--- src/sv/pbam_pkg.sv ---
// Package for the pixel background average model: shared constants, codes and
// payload types. No dependencies.
package pbam_pkg;

    localparam int unsigned PIXELS     = 131072;
    localparam int unsigned PIX_W      = $clog2(PIXELS);
    localparam int unsigned MAX_FRAMES = 1023;
    localparam int unsigned FL_W       = $clog2(MAX_FRAMES + 1);
    localparam int unsigned SUM_W      = $clog2(255 * MAX_FRAMES + 1);
    localparam logic [SUM_W-1:0] SUM_LIMIT = SUM_W'(255 * MAX_FRAMES);
    localparam int unsigned QDEPTH     = 4;
    localparam int unsigned QPTR_W     = $clog2(QDEPTH);
    localparam int unsigned QCNT_W     = $clog2(QDEPTH + 1) + 1;

    localparam logic [7:0] MASK_FG    = 8'hFF;
    localparam logic [7:0] MASK_BG    = 8'h00;
    localparam logic [7:0] HIGH_RESET = 8'd112;
    localparam logic [7:0] LOW_RESET  = 8'd96;

    typedef enum logic [0:0] {
        CFG_HIGH_SCALE = 1'b0,
        CFG_LOW_SCALE  = 1'b1
    } cfg_reg_t;

    typedef enum logic [0:0] {
        OP_LEARN    = 1'b0,
        OP_CLASSIFY = 1'b1
    } op_t;

    typedef enum logic [1:0] {
        K_LEARN_FIRST,
        K_LEARN_ACC,
        K_CLASSIFY,
        K_CLASSIFY_FIXED
    } kind_t;

    typedef struct packed {
        logic        opcode;
        logic [16:0] pixel_index;
        logic [7:0]  chan_a;
        logic [7:0]  chan_b;
        logic [7:0]  chan_c;
        logic        end_of_frame;
    } in_item_t;

    typedef struct packed {
        logic [7:0]  foreground_mask;
        logic [16:0] pixel_index_out;
        logic        model_empty;
    } result_t;

    typedef struct packed {
        kind_t                 kind;
        logic [PIX_W-1:0]      idx;
        logic [2:0][7:0]       ch;
        logic [FL_W-1:0]       n;
        logic                  empty;
    } work_t;

    typedef struct packed {
        logic [2:0][SUM_W-1:0] cs;
        logic [2:0][SUM_W-1:0] ds;
    } sums_t;

endpackage

--- src/sv/pbam_fifo.sv ---
// Short work queue between the front and the back of the block.
// Depends on pbam_pkg for the work item type and depth.
module pbam_fifo (
    input  logic           clk,
    input  logic           rst_n,
    input  logic           wr_en,
    input  pbam_pkg::work_t wr_data,
    output logic           q_full,
    input  logic           rd_en,
    output pbam_pkg::work_t rd_data,
    output logic           q_empty
);
    import pbam_pkg::*;

    work_t               mem_reg [QDEPTH];
    logic [QPTR_W-1:0]   wr_ptr_reg;
    logic [QPTR_W-1:0]   rd_ptr_reg;
    logic [QCNT_W-1:0]   cnt_reg;
    logic [QCNT_W-1:0]   cnt_next;

    assign q_full  = (cnt_reg == QCNT_W'(QDEPTH));
    assign q_empty = (cnt_reg == '0);
    assign rd_data = mem_reg[rd_ptr_reg];

    always_comb
    begin
        cnt_next = cnt_reg;
        if (wr_en && !rd_en)
        begin
            cnt_next = cnt_reg + 1'b1;
        end
        else if (!wr_en && rd_en)
        begin
            cnt_next = cnt_reg - 1'b1;
        end
    end

    always_ff @(posedge clk or negedge rst_n)
    begin
        if (!rst_n)
        begin
            wr_ptr_reg <= '0;
            rd_ptr_reg <= '0;
            cnt_reg    <= '0;
        end
        else
        begin
            if (wr_en)
            begin
                wr_ptr_reg <= wr_ptr_reg + 1'b1;
            end
            if (rd_en)
            begin
                rd_ptr_reg <= rd_ptr_reg + 1'b1;
            end
            cnt_reg <= cnt_next;
        end
    end

    always_ff @(posedge clk)
    begin
        if (wr_en)
        begin
            mem_reg[wr_ptr_reg] <= wr_data;
        end
    end

endmodule

--- config.mk ---
export PLATFORM = sky130hd
export DESIGN_NAME = pbam_fifo
export DESIGN_NICKNAME = d
export VERILOG_FILES = /design/src/sv/pbam_pkg.sv /design/src/sv/pbam_fifo.sv
export SDC_FILE = /design/constraint.sdc
export NUM_CORES = 1
export LEC_CHECK = 0
export ABC_AREA = 0
export BUFFER_PORTS_ARGS = -buffer_cell sky130_fd_sc_hd__buf_2
export CAP_MARGIN = 20
export CELL_PAD_IN_SITES_DETAIL_PLACEMENT = 0
export CELL_PAD_IN_SITES_GLOBAL_PLACEMENT = 1
export CORE_ASPECT_RATIO = 0.9
export CORE_MARGIN = 2
export CORE_UTILIZATION = 40
export DETAILED_ROUTE_END_ITERATION = 8
export GPL_ROUTABILITY_DRIVEN = 0
export MAX_ROUTING_LAYER = met4
export PLACE_DENSITY_LB_ADDON = 0.1
export SLEW_MARGIN = 25
export SYNTH_ARGS = -nofsm -noshare
export SYNTH_HDL_FRONTEND = slang
export SYNTH_SLANG_ARGS = --single-unit
--- constraint.sdc ---
create_clock -name clk -period 6.2 [get_ports clk]
set_clock_uncertainty 0.2 [all_clocks]
set_input_delay 0.31 -clock clk [delete_from_list [all_inputs] [get_ports clk]]
set_output_delay 0.31 -clock clk [all_outputs]
set_load 0.01 [all_outputs]
---- Word-level counts from Yosys, hierarchy flattened ----
Memories as Yosys holds them, arrays and structs flattened.
Index checks and enable logic that the tools add are counted.
operators by class
  mux-type cells .......................... 4
  reduce and logical (&&, ||, !) cells .... 6
  add/sub/neg operators ................... 4
  equality and inequality tests ........... 1
operators with widths
  cell                   count
  $mux W4                2
  $add A2 B1 Y2 const B  2
  $add A4 B1 Y4 const B  1
  $eq A4 B3 Y1 const B   1
  $logic_not A4 Y1       1
  $sub A4 B1 Y4 const B  1
  $logic_and A1 B1 Y1    2
  $logic_not A1 Y1       2
  $mux W1                2
  $reduce_bool A2 Y1     1
word-level totals
  register bits ........................... 8
  output and inout port bits .............. 56
  memories ................................ 1
  input bits .............................. 58
  word-level logic and storage cells ...... 19
  memory bits (writable) .................. 216
memory list
  memory   depth  bits a word  read ports  clocked after memory_dff  write ports  RTL line         source
  mem_reg  4      54           1           0                         1            pbam_fifo.sv:15  work_t mem_reg [QDEPTH];

---- Longest topological paths before layout ----
  word-level depth ........................ 4
  mapped depth ............................ 7
  mapped depth without buffers ............ 7

---- Worst setup path before layout ----
No wires, ideal clock.
  path type ............................... register to register
  from .................................... register wr_ptr_reg[0]
  to ...................................... memory mem_reg[0][0] (netlist name), enable pin
  setup slack ............................. 3.681 ns
  arrival ................................. 1.902 ns
  library setup time ...................... 0.417 ns
  buffers on the path ..................... 0
  clock period less this slack ............ 2.519 ns
  stages on the path, launching flop included .. 4
  data required time ...................... 5.583 ns
  cells stage by stage .................... dfrtp_1 > inv_1 > ha_1 > and2_1
RTL lines
  element                 RTL line         source
  start, declared         pbam_fifo.sv:16  logic [QPTR_W-1:0] wr_ptr_reg;
  start signal, assigned  pbam_fifo.sv:50  wr_ptr_reg <= wr_ptr_reg + 1'b1;
  end, declared           pbam_fifo.sv:15
Straight into the memory's write port.

==> impl_metrics.toml <==
[synthesis]
netlist-cell-type-count = 27
synth.avg_cell_area_um2 = 25.0
yosysSeqAreaShare = 0.803
synth_area_mm2 = 0.00833
synth_nets = 399
synth_seq_cells = 224
synthCells = 333
synth-warning-count = 0

[power]
p_clk_frac = 0.287
pwr-share-comb = 0.272
p_total_uw = 4800
p_int_uw = 3450
p_leak_uw = 0.00367
power_switching_uw = 1350
power_density_mw_per_mm2 = 456
p_sw_frac = 0.281
seqPwrFrac = 0.441
peakVddDrop_mv = 0.260

[timing]
slew_viol_final = 0
max_freq_mhz = 312
finalCritPeriodShare = 0.518
fin_setup_tns_ns = 0
finalSetupViolations = 0
period_minus_slack_ns = 3.21
whs_ns = 0.339
hold_viol = 0
worst_pin_slew_ns = 0.858
maxSlewHeadroom = 0.428
rsz0062_at_grt = "no"

[clock_tree]
cts.sinks = 224
clockRootBuffer = "clkbuf_16"
cts_resized = 0
path_clk_slew_ns = 0.06
cts_tree = "yes"
clock_path_buffers = 3
clock_latency_ns = 0.50
cts_buffers = 24
ctsHtreeMaxLevel = 1

[detailed_routing]
antenna_left = 0
remaining_drc_errors = 0
routedWlPerCell_um = 19.3
via_count = 3964
drt_wl_total_um = 15500
initialDrtViolationCount = 201
viasPerCell = 4.95
first_pass_iters = 6

[cells_and_area]
largest_reg_flops = 216
layout.nets = 589
antenna_cells = 0
layout_commonest_cell = "edfxtp_1"
drive_above_1_share = 0.396
most-common-layout-cells = "edfxtp_1, buf_2, dlygate4sd3_1"
fin_cells = 801
stdcell_area_mm2 = 0.0105
syn_to_final_growth_pct = 26.6

[setup_path]
reg2regPathDepth = 4
rrSetupSlack_ns = 3.81
critPathMaxFanout = 29
startpoint_type = "flip-flop"
critPathKind = "reg2out"
cp-end-kind = "primary output"
cp_data_arrival_time_ns = 2.70
worstPathRequired_ns = 5.69

[die]
die_y_um = 141
die_w_um = 156
design.core.area_mm2 = 0.0206
start_util = 0.404
ios = 114
rows = 50
dieArea_mm2 = 0.0220

[global_routing]
grt_first_pass_wirelength_um = 23800
grt_max_degree = 56
grt_use_total = 0.148
antenna_found_initial = 0
grt_pass1_vias = 4388
grt_overflow = 0

[hold_path]
min_path_type = "reg2reg"
hold_depth = 1

[placed_design]
dp_cells = 699
hpwl_um = 8920
placed_cell_area_mm2 = 0.00917
io_buffers = 113

[run_status]
status = "finished clean"

[job]
drv_cap = 0
cell families after synthesis:
family | synth area share
AOI/OAI and AO/OA | 0.00556
xor gates and xnor gates | 0.00526
adders and majority gates | 0.0129
buffers and inverters | 0.0135
DFF | 0.803
muxes | 0.149
and+or+nand+nor | 0.0110
Yosys cell counts (all sizes together):
| library cell | instances | area share |
|---|---|---|
| a2111o | 1 | 0.0014 |
| fa | 1 | 0.0024 |
| mux4 | 54 | 0.15 |
| and2 | 4 | 0.0030 |
| xor2 | 2 | 0.0021 |
| nor4b | 1 | 0.0011 |
| or3 | 1 | 0.00075 |
| mux2i | 1 | 0.0012 |
| o21ai | 2 | 0.0012 |
| clkbuf | 1 | 0.00045 |
| nand3 | 2 | 0.0012 |
| mux2 | 1 | 0.0014 |
| o211ai | 2 | 0.0018 |
| nor4 | 1 | 0.00075 |
| nand2 | 4 | 0.0018 |
| or4 | 1 | 0.00090 |
| inv | 4 | 0.0018 |
| nand3b | 1 | 0.00090 |
| buf | 12 | 0.011 |
| dfrtp | 8 | 0.024 |
| xnor2 | 3 | 0.0032 |
| ha | 7 | 0.011 |
| nor3 | 1 | 0.00060 |
| edfxtp | 216 | 0.78 |
| a21oi | 2 | 0.0012 |
worst max-delay path, cell delays in order (launching register included):
cell	delay (ns)
dfrtp_4	0.82
buf_4	0.60
mux4_2	0.60
buf_2	0.16
repair_timing:
item                      4_1_cts  5_1_grt
hold endpoints to repair      228        0
hold buffers                   58        0
buffers inserted                0        0
metal layers:
| metal | share of wire | wire, um | track usage | up-vias |
|---|---|---|---|---|
| li1 | - | - | - | 1799 |
| met1 | 0.43 | 6700 | 0.184 | 2045 |
| met2 | 0.50 | 7690 | 0.246 | 97 |
| met3 | 0.052 | 809 | 0.0350 | 23 |
| met4 | 0.017 | 270 | 0.0386 | 0 |
| met5 | 0 | 0 | - | - |
power groups by stage:
stage | Sequential [uW] | Clock (uW) | Combinational [uW]
finish | 2120 | 1380 | 1310
global route | 2150 | 1480 | 1430
CTS | 2130 | 1420 | 1350
detailed placement | 2160 | 0 | 1320
global placement | 2140 | 0 | 1310
floorplan | 2080 | 0 | 920
layout make-up:
type,count,area [um^2]
fill,1661,10000
tap,260,325
clock inverter,12,113
timing repair buffer,177,1190
sequential,224,6690
clock buffer,32,672
inverter,4,15.0
multi-input combinational,92,1530
path summary, 6_finish.rpt:
kind / to / startpoint
min: wr_ptr_reg[0] / wr_ptr_reg[0]
max: rd_data[49] / rd_ptr_reg[0]
min in group asynchronous: wr_ptr_reg[1] / rst_n
max reg2reg: mem_reg[0][26] / wr_ptr_reg[0]
min reg2reg: wr_ptr_reg[0] / wr_ptr_reg[0]
max in group asynchronous: rd_ptr_reg[0] / rst_n
through the flow:
stage | utilization | setup slack (ns)
final | 0.512 | 2.99
after global routing | 0.512 | 2.75
after CTS | 0.512 | 2.86
after detailed placement | 0.446 | 3.41
after global placement | 0.446 | 3.39
after floorplan | - | 3.68
(Power assumes the default switching activity.)
