### config.mk
export PLATFORM = sky130hd
export DESIGN_NAME = pbam_front
export DESIGN_NICKNAME = d
export VERILOG_FILES = /design/src/sv/pbam_pkg.sv /design/src/sv/pbam_front.sv
export SDC_FILE = /design/constraint.sdc
export NUM_CORES = 1
export LEC_CHECK = 0
export BUFFER_PORTS_ARGS = -buffer_cell sky130_fd_sc_hd__buf_2
export CAP_MARGIN = 20
export CORE_ASPECT_RATIO = 0.75
export CORE_MARGIN = 2
export CORE_UTILIZATION = 29
export DETAILED_ROUTE_END_ITERATION = 7
export HOLD_SLACK_MARGIN = 0.08
export PLACE_DENSITY_LB_ADDON = 0.3
export SKIP_CTS_REPAIR_TIMING = 1
export SLEW_MARGIN = 20
export SYNTH_ARGS = -nofsm -noshare
export SYNTH_HDL_FRONTEND = slang
export SYNTH_SLANG_ARGS = --single-unit
### constraint.sdc
create_clock -name clk -period 1.69 [get_ports clk]
set_input_delay 0.0845 -clock clk [delete_from_list [all_inputs] [get_ports clk]]
set_output_delay 0.0845 -clock clk [all_outputs]
set_load 0.05 [all_outputs]
### src/sv/pbam_pkg.sv
// Package for the pixel background average model: shared constants, codes and
// payload types. No dependencies.
package pbam_pkg;

    localparam int unsigned PIXELS     = 131072;
    localparam int unsigned PIX_W      = $clog2(PIXELS);
    localparam int unsigned MAX_FRAMES = 1023;
    localparam int unsigned FL_W       = $clog2(MAX_FRAMES + 1);
    localparam int unsigned SUM_W      = $clog2(255 * MAX_FRAMES + 1);
    localparam logic [SUM_W-1:0] SUM_LIMIT = SUM_W'(255 * MAX_FRAMES);
    localparam int unsigned QDEPTH     = 4;
    localparam int unsigned QPTR_W     = $clog2(QDEPTH);
    localparam int unsigned QCNT_W     = $clog2(QDEPTH + 1) + 1;

    localparam logic [7:0] MASK_FG    = 8'hFF;
    localparam logic [7:0] MASK_BG    = 8'h00;
    localparam logic [7:0] HIGH_RESET = 8'd112;
    localparam logic [7:0] LOW_RESET  = 8'd96;

    typedef enum logic [0:0] {
        CFG_HIGH_SCALE = 1'b0,
        CFG_LOW_SCALE  = 1'b1
    } cfg_reg_t;

    typedef enum logic [0:0] {
        OP_LEARN    = 1'b0,
        OP_CLASSIFY = 1'b1
    } op_t;

    typedef enum logic [1:0] {
        K_LEARN_FIRST,
        K_LEARN_ACC,
        K_CLASSIFY,
        K_CLASSIFY_FIXED
    } kind_t;

    typedef struct packed {
        logic        opcode;
        logic [16:0] pixel_index;
        logic [7:0]  chan_a;
        logic [7:0]  chan_b;
        logic [7:0]  chan_c;
        logic        end_of_frame;
    } in_item_t;

    typedef struct packed {
        logic [7:0]  foreground_mask;
        logic [16:0] pixel_index_out;
        logic        model_empty;
    } result_t;

    typedef struct packed {
        kind_t                 kind;
        logic [PIX_W-1:0]      idx;
        logic [2:0][7:0]       ch;
        logic [FL_W-1:0]       n;
        logic                  empty;
    } work_t;

    typedef struct packed {
        logic [2:0][SUM_W-1:0] cs;
        logic [2:0][SUM_W-1:0] ds;
    } sums_t;

endpackage

### src/sv/pbam_front.sv
// Front end: accepts items, tracks the frame count and sorts each item into
// a work kind for the back end. Depends on pbam_pkg.
module pbam_front (
    input  logic              clk,
    input  logic              rst_n,
    input  logic              push,
    input  pbam_pkg::in_item_t item,
    output logic              full,
    input  logic              q_full,
    input  logic              clearing,
    output logic              q_wr,
    output pbam_pkg::work_t    q_data
);
    import pbam_pkg::*;

    logic [FL_W-1:0] frames_reg;
    logic [FL_W-1:0] frames_next;
    logic            first_seen_reg;
    logic            first_seen_next;
    logic            accept;
    logic            in_range;
    logic            model_full;

    assign full       = q_full || clearing;
    assign accept     = push && !full;
    assign in_range   = (32'(item.pixel_index) < PIXELS);
    assign model_full = (32'(frames_reg) >= MAX_FRAMES);

    always_comb
    begin
        frames_next     = frames_reg;
        first_seen_next = first_seen_reg;
        q_wr            = 1'b0;
        q_data.idx      = PIX_W'(item.pixel_index);
        q_data.ch       = {item.chan_c, item.chan_b, item.chan_a};
        q_data.n        = frames_reg;
        q_data.empty    = (frames_reg == '0);
        q_data.kind     = K_CLASSIFY;
        if (accept)
        begin
            if (op_t'(item.opcode) == OP_LEARN)
            begin
                if (!model_full)
                begin
                    q_wr        = in_range;
                    q_data.kind = first_seen_reg ? K_LEARN_ACC : K_LEARN_FIRST;
                    if (item.end_of_frame)
                    begin
                        if (first_seen_reg)
                        begin
                            frames_next = frames_reg + 1'b1;
                        end
                        else
                        begin
                            first_seen_next = 1'b1;
                        end
                    end
                end
            end
            else
            begin
                q_wr = 1'b1;
                if ((frames_reg == '0) || !in_range)
                begin
                    q_data.kind = K_CLASSIFY_FIXED;
                end
            end
        end
    end

    always_ff @(posedge clk or negedge rst_n)
    begin
        if (!rst_n)
        begin
            frames_reg     <= '0;
            first_seen_reg <= 1'b0;
        end
        else
        begin
            frames_reg     <= frames_next;
            first_seen_reg <= first_seen_next;
        end
    end

endmodule

* Word-level counts from Yosys, hierarchy flattened *
Cells that the tools add are included.
W data, S select, Z words.

operators by class
  $add $sub $neg = 1
  $lt $le $gt $ge = 1
  multiplexer cells = 8
  bitwise operators = 2
  reduce and logical (&&, ||, !) cells = 6

operators with widths
  cell                     number
  $add A10 B1 Y10 const B  1
  $ge A10 B10 Y1 const B   1
  $logic_not A10 Y1        1
  $mux W2                  3
  $mux W1                  5
  $reduce_and A5 Y1        1
  $reduce_and A4 Y1        1
  $not A1 Y1               2
  $logic_and A1 B1 Y1      1
  $logic_not A1 Y1         1
  $logic_or A1 B1 Y1       1

storage, ports and cells
  register bits after elaboration = 11
  input bits = 48
  output and inout port bits = 56

* Logic depth before layout (Yosys ltp) *
Gate-level depths: netlist of the first run.

  depth in word-level cells = 4
  gate-level depth with buffers = 6
  mapped depth without buffers = 5

* Worst setup path before layout of the first run *
Ideal clock, no wire load.

  kind = flip-flop to output port
  start = register frames_reg[2]
  end = output port q_data[52] (netlist bit)
  data arrival time = 2.347 ns
  setup slack = -0.741 ns
  stages on the path, launching flop included = 5
  path buffers = 0
  path through = dfrtp_1 nor4_1 and4b_1 nand2_1 a21oi_1

RTL lines
  what                      line              source
  start: declaration        pbam_front.sv:16  logic [FL_W-1:0] frames_reg;
  start signal: assignment  pbam_front.sv:80  frames_reg <= frames_next;
  end: declaration          pbam_front.sv:12  output pbam_pkg::work_t q_data

==> results.sh, run 1 <==
export IMPL_run_status="finished, violations left"
export IMPL_violations="negative setup slack"
export IMPL_mostFrequentLayoutCell="sky130_fd_sc_hd__buf_2"
export IMPL_areaGrowthSynthToFinish_pct=14.0
export IMPL_holdWs_ns=0.0717
export IMPL_unrepaired_setup_endpoints_after_global_routing="true"
export IMPL_report_final_hold_viol_count=0
export IMPL_drt_antenna_violating_nets=0
export IMPL_critical_path_peak_fanout=3
export IMPL_start_kind="flop"
export IMPL_netlist_cell_type_count=25
export IMPL_clock_sink_count=11
export IMPL_min_delay_path_class="in -> reg"
export IMPL_drive_above_1_share_pct=61.5
export IMPL_drv_max_cap_violation_count=0
export IMPL_ys_warnings_count=0
export IMPL_port_buffer_count=21
export IMPL_vias=663
export IMPL_routed_wirelength_normalized_by_instance_count_um=13.3
export IMPL_reg2regPathDepth=4
export IMPL_critical_path_endpoint_type="output port"
export IMPL_worst_slew_pin_transition_ns=0.369
export IMPL_postSynthAreaPerCell_um2=9.14
export IMPL_num_io_pins=104
export IMPL_cp_depth=7
export IMPL_timing_critical_path_cells="buf_6 > inv_4 > ha_4 > and4b_2 > nand2_2 > a21oi_4 > buf_6"
export IMPL_path_common_cell="sky130_fd_sc_hd__buf_6"
export IMPL_cellLeakagePower_nw=0.476
export IMPL_gp_weighted_congestion=0.740
export IMPL_number_of_buffers_created_by_cts=3
export IMPL_critical_path_max_stage_delay_ns=0.42
export IMPL_top_signal_layer_used="met4"
export IMPL_cp_slowest_cell="sky130_fd_sc_hd__dfrtp_2"
export IMPL_synth_seq_cells=11
export IMPL_instances_no_fill=142
export IMPL_clock_fmax_mhz=589
export IMPL_tritoncts="done"
export IMPL_reg2reg_slack_ns=0.09
export IMPL_worst_ir_drop_vdd_mv=0.380
export IMPL_grt_max_degree=12
export IMPL_antennaDiodeCount=0
export IMPL_ctsLongestPathBuffers=2
export IMPL_path_clk_slew_ns=0.05
export IMPL_die_area_um2=3660
export IMPL_fin_crit_sh_pct=100
export IMPL_clk_insertion_delay_late_ns=0.24
export IMPL_htree_num_levels=1
export IMPL_register_area_um2=282
export IMPL_worst_slew_margin_rel_pct=75.4
export IMPL_routedLengthMet1_um=785
export IMPL_cpLargestDelayFamily="flip-flops"
export IMPL_global_route_overflow_total=0
export IMPL_worstHoldPathCells=2
export IMPL_dr_wl_met3_um=176
export IMPL_drcViolationCount=0
export IMPL_die_w_um=69.2
export IMPL_synth_cells=101
export IMPL_grt_antenna_before_repair=0
export IMPL_core_rowCount=17
export IMPL_route_final_wire_length_um=1890
export IMPL_largest_register_ffs=10
export IMPL_routed_wl_met2_um=856
export IMPL_post_layout_total_power_mw=1.15
export IMPL_most_frequent_cells_in_the_layout="19 x sky130_fd_sc_hd__buf_2, 17 x sky130_fd_sc_hd__buf_4, 8 x sky130_fd_sc_hd__xnor2_1, 6 x sky130_fd_sc_hd__dfrtp_1, 5 x sky130_fd_sc_hd__dfrtp_2"
export IMPL_first_global_vias=647
export IMPL_synth_seq_area_share_pct=29.8
export IMPL_arrival_ns=1.61
export IMPL_report_final_slew_viol_count=0
export IMPL_first_iter_violations=6
export IMPL_fin_worst_skew_ns=0.00514
export IMPL_setup_slack_ns=-0.00795
export IMPL_post_route_min_period_ns=1.70
export IMPL_crit_type="reg -> out"
export IMPL_multi_input_comb_area_um2=380
export IMPL_utilization_pct=35.3
export IMPL_ctsRootBufferMaster="sky130_fd_sc_hd__clkbuf_8"
export IMPL_fin_nets=155
export IMPL_floorplan_initialDensity_pct=31.0
export IMPL_final_setup_viol_count=1
export IMPL_grt_pass1_wl_um=2860
export IMPL_net_count_after_synthesis=151
export IMPL_count_of_tritonroute_iterations_in_the_first_routing_pass=4
export IMPL_floorplan_core_area_um2=2980
export IMPL_grt_total_usage_pct=10.1
export IMPL_die_height_um=52.9
export IMPL_place_detailed_hpwl_um=1450
export IMPL_power_per_cell_area_nw_per_um2=1090
export IMPL_viasPerCell=4.67
export IMPL_worst_path_buf_inv=3
export IMPL_post_synth_instance_area_um2=923
export IMPL_dp_cells=130
export IMPL_fill_cells=310
export IMPL_critPathRequiredTime_ns=1.61
==> power by group <==
part	switching (mW)	internal, mW
logic	0.309	0.220
clock network	0.0929	0.165
registers	0.0487	0.315
total	0.451	0.699
==> through the flow <==
step / setup slack, ns / TNS [ns] / instance area [um2]
after floorplan: -0.177 / -0.975 / 972
after global placement: 0.0296 / 0 / 893
after detailed placement: -0.0316 / -0.0370 / 893
after CTS: -0.203 / -0.411 / 938
after global routing: -0.0573 / -0.0584 / 1050
final: -0.00795 / -0.00795 / 1050
==> cells by family (layout without fill, tap and decap cells) <==
kind of cell,Yosys count,after routing,synth area share [%]
AND/OR/NAND/NOR,28,28,18.0
flip-flops,11,11,29.8
adder cells (fa/ha/maj),2,2,2.71
buffers and inverters,46,49,35.4
multiplexers,1,1,1.08
XOR/XNOR,8,8,7.59
AO/OA/AOI/OAI,5,5,5.42
==> per-layer routing <==
| layer | track usage, % | vias up |
|---|---|---|
| met1 | 11.2 | 304 |
| met2 | 15.1 | 40 |
| met4 | 4.25 | 0 |
| met3 | 6.86 | 18 |
| met5 | 0 | - |
| li1 | - | 301 |
==> cell usage after synthesis, drive strengths merged <==
| master | instances | area, um2 |
|---|---|---|
| xnor2 | 8 | 70.1 |
| nand3 | 4 | 20.0 |
| o21ai | 1 | 5.00 |
| ha | 2 | 25.0 |
| mux2i | 1 | 10.0 |
| clkbuf | 1 | 3.75 |
| nand4 | 3 | 18.8 |
| or4b | 1 | 13.8 |
| a21o | 1 | 7.51 |
| or3b | 1 | 8.76 |
| a21oi | 1 | 5.00 |
| nor4 | 2 | 12.5 |
| buf | 41 | 308 |
| nor3 | 1 | 5.00 |
| nor2 | 4 | 15.0 |
| a31oi | 1 | 6.26 |
| inv | 4 | 15.0 |
| dfrtp | 11 | 275 |
| a311oi | 1 | 26.3 |
| nand2 | 5 | 18.8 |
| and4b | 1 | 10.0 |
| nand3b | 1 | 7.51 |
| and4 | 2 | 17.5 |
| or2 | 1 | 6.26 |
| and3 | 2 | 12.5 |
==> final cells by class <==
class,instances,area share [%]
Clock buffer,4,4.28
Inverter,4,1.90
Multi-Input combinational cell,44,36.1
Sequential cell,11,26.8
Tap cell,38,4.52
Timing Repair Buffer,41,26.4
==> final timing paths <==
kind                                start             end
min in group asynchronous           rst_n   frames_reg[8]
setup / recovery            frames_reg[0]      q_data[52]
hold reg to reg            first_seen_reg  first_seen_reg
setup reg to reg            frames_reg[5]   frames_reg[3]
hold / removal                    item[0]  first_seen_reg
max in group asynchronous           rst_n   frames_reg[2]
Note: power is estimated with default switching activity, not from simulation.
==> inputs of run 2 (changes only) <==
Settings changed: BUFFER_PORTS_ARGS -buffer_cell sky130_fd_sc_hd__buf_2 to -buffer_cell sky130_fd_sc_hd__clkbuf_2.
==> run 2 against run 1 <==
  * The run still ends with negative setup slack left
  * Sequential cell count stayed put
  * Count of clock-buffer cells in the layout stayed put
  * Combinational power down 17%
  * Clock skew fell by 0.0040 ns
  * Via count shrank 3.0%
  * Largest power group unchanged
==> results.sh, run 2 (same netlist as run 1, synthesis figures left out) <==
export IMPL_startpoint="frames_reg[9]"
export IMPL_r2r_end="frames_reg[3]"
export IMPL_drt_antenna_violating_nets=0
export IMPL_timing_hold_worst_endpoint="q_data[13]"
export IMPL_port_buffer_count=21
export IMPL_first_iter_violations=11
export IMPL_final_setup_viol_count=1
export IMPL_worst_reg2reg_path_startpoint="frames_reg[5]"
export IMPL_post_layout_total_power_mw=1.07
export IMPL_total_internal_power_mw=0.636
export IMPL_post_route_min_period_ns=1.70
export IMPL_global_route_overflow_total=0
export IMPL_most_frequent_cells_in_the_layout="18 x sky130_fd_sc_hd__clkbuf_2, 11 x sky130_fd_sc_hd__buf_4, 8 x sky130_fd_sc_hd__xnor2_1, 6 x sky130_fd_sc_hd__dfrtp_1, 5 x sky130_fd_sc_hd__dfrtp_2"
export IMPL_power_per_cell_area_nw_per_um2=1060
export IMPL_grt_total_usage_pct=9.09
export IMPL_core_rowCount=17
export IMPL_clock_fmax_mhz=588
export IMPL_tritoncts="done"
export IMPL_instances_no_fill=137
export IMPL_gp_weighted_congestion=0.738
export IMPL_setup_slack_ns=-0.00997
export IMPL_viasPerCell=4.69
export IMPL_antennaDiodeCount=0
export IMPL_arrival_ns=1.62
export IMPL_share_clk_of_total_power_pct=24.5
export IMPL_utilization_pct=33.9
export IMPL_reg2reg_slack_ns=0.07
export IMPL_pre_cts_ws_ns=-0.00488
export IMPL_reg2regPathDepth=4
export IMPL_report_final_slew_viol_count=0
export IMPL_crit_type="reg -> out"
export IMPL_worst_slew_margin_rel_pct=74.6
export IMPL_critPathRequiredTime_ns=1.61
export IMPL_unrepaired_setup_endpoints_after_global_routing="true"
export IMPL_die_area_um2=3660
export IMPL_vias=643
export IMPL_worstHoldPathCells=0
export IMPL_critical_path_peak_fanout=2
export IMPL_switchingPower_mw=0.436
export IMPL_num_io_pins=104
export IMPL_start_kind="flop"
export IMPL_drv_max_cap_violation_count=0
export IMPL_routed_wirelength_normalized_by_instance_count_um=13.6
export IMPL_grt_antenna_before_repair=0
export IMPL_cellLeakagePower_nw=0.446
export IMPL_critical_path_endpoint_type="output port"
export IMPL_floorplan_initialDensity_pct=31.0
export IMPL_count_of_tritonroute_iterations_in_the_first_routing_pass=2
export IMPL_dp_cells=131
export IMPL_die_height_um=52.9
export IMPL_run_status="finished, violations left"
export IMPL_hp_start="item[19]"
export IMPL_cp_slowest_cell="sky130_fd_sc_hd__dfrtp_2"
export IMPL_report_final_hold_viol_count=0
export IMPL_route_final_wire_length_um=1870
export IMPL_violations="negative setup slack"
export IMPL_grt_pass1_wl_um=2560
export IMPL_fin_crit_sh_pct=101
export IMPL_die_w_um=69.2
export IMPL_fin_worst_skew_ns=0.00111
export IMPL_ctsLongestPathBuffers=2
export IMPL_largest_register_ffs=10
export IMPL_p_comb_share_pct=40.9
export IMPL_grt_max_degree=12
export IMPL_mostFrequentLayoutCell="sky130_fd_sc_hd__clkbuf_2"
export IMPL_number_of_buffers_created_by_cts=3
export IMPL_p_seq_share_pct=34.6
export IMPL_drcViolationCount=0
export IMPL_first_global_vias=600
export IMPL_timing_critical_path_cells="nor4_2 > and4b_2 > nand2_2 > a21oi_4 > buf_6"
export IMPL_areaGrowthSynthToFinish_pct=9.35
export IMPL_swShare_pct=40.7
export IMPL_worst_ir_drop_vdd_mv=0.292
export IMPL_path_clk_slew_ns=0.05
export IMPL_place_detailed_hpwl_um=1420
export IMPL_holdWs_ns=0.169
export IMPL_htree_num_levels=1
export IMPL_fin_nets=150
export IMPL_clock_sink_count=11
export IMPL_clk_insertion_delay_late_ns=0.23
export IMPL_critical_path_max_stage_delay_ns=0.42
export IMPL_worst_slew_pin_transition_ns=0.381
export IMPL_ctsRootBufferMaster="sky130_fd_sc_hd__clkbuf_8"
export IMPL_min_delay_path_class="in -> out"
export IMPL_fill_cells=318
export IMPL_drive_above_1_share_pct=57.6
export IMPL_floorplan_core_area_um2=2980
-- run 2: final cells by class --
class | count | area, um2 | area share [%]
Multi-Input combinational cell | 44 | 373 | 36.9
Sequential cell | 11 | 282 | 27.9
Timing Repair Buffer | 36 | 243 | 24.0
Tap cell | 38 | 47.5 | 4.71
Clock buffer | 4 | 45.0 | 4.46
Inverter | 4 | 20.0 | 1.98
-- run 2: per-layer routing --
metal  part of all wire, %  vias up  wire [um]  GRT usage, %
li1                      -      293          -             -
met1                    43      296        794          10.2
met2                    45       36        840          12.7
met3                   8.8       18        165          5.14
met4                   3.6        0         68          7.19
met5                     0        -          0             0
-- run 2: worst max path at each step --
stage / endpoint / slack (ns) / depth (start not counted)
6_report: q_data[52] / -0.01 / 5
2_1_floorplan: frames_reg[4] / -0.18 / 6
3_3_place_gp: frames_reg[3] / 0.03 / 5
3_5_place_dp: frames_reg[3] / -0.005 / 5
5_1_grt: q_data[52] / -0.07 / 5
4_1_cts: q_data[52] / -0.21 / 7
-- run 2: critical path, delay by kind of cell, from the launching register on --
| kind | cells | cell delay [ns] |
|---|---|---|
| compound gates | 1 | 0.12 |
| buf+inv | 1 | 0.17 |
| simple gates | 3 | 0.68 |
| flops | 1 | 0.42 |
-- run 2: stage by stage --
| stage | TNS (ns) | instance area [um2] |
|---|---|---|
| after floorplan | -0.975 | 972 |
| after global placement | 0 | 901 |
| after detailed placement | -0.00488 | 901 |
| after CTS | -0.367 | 946 |
| after global routing | -0.136 | 1010 |
| final | -0.00997 | 1010 |
-- run 2: power groups by stage --
| stage | combinational, mW | sequential, mW | clock (mW) |
|---|---|---|---|
| 2_1_floorplan | 0.369 | 0.513 | 0 |
| 3_3_place_gp | 0.399 | 0.366 | 0 |
| 3_5_place_dp | 0.402 | 0.367 | 0 |
| 4_1_cts | 0.402 | 0.362 | 0.273 |
| 5_1_grt | 0.471 | 0.379 | 0.295 |
| 6_report | 0.439 | 0.371 | 0.262 |
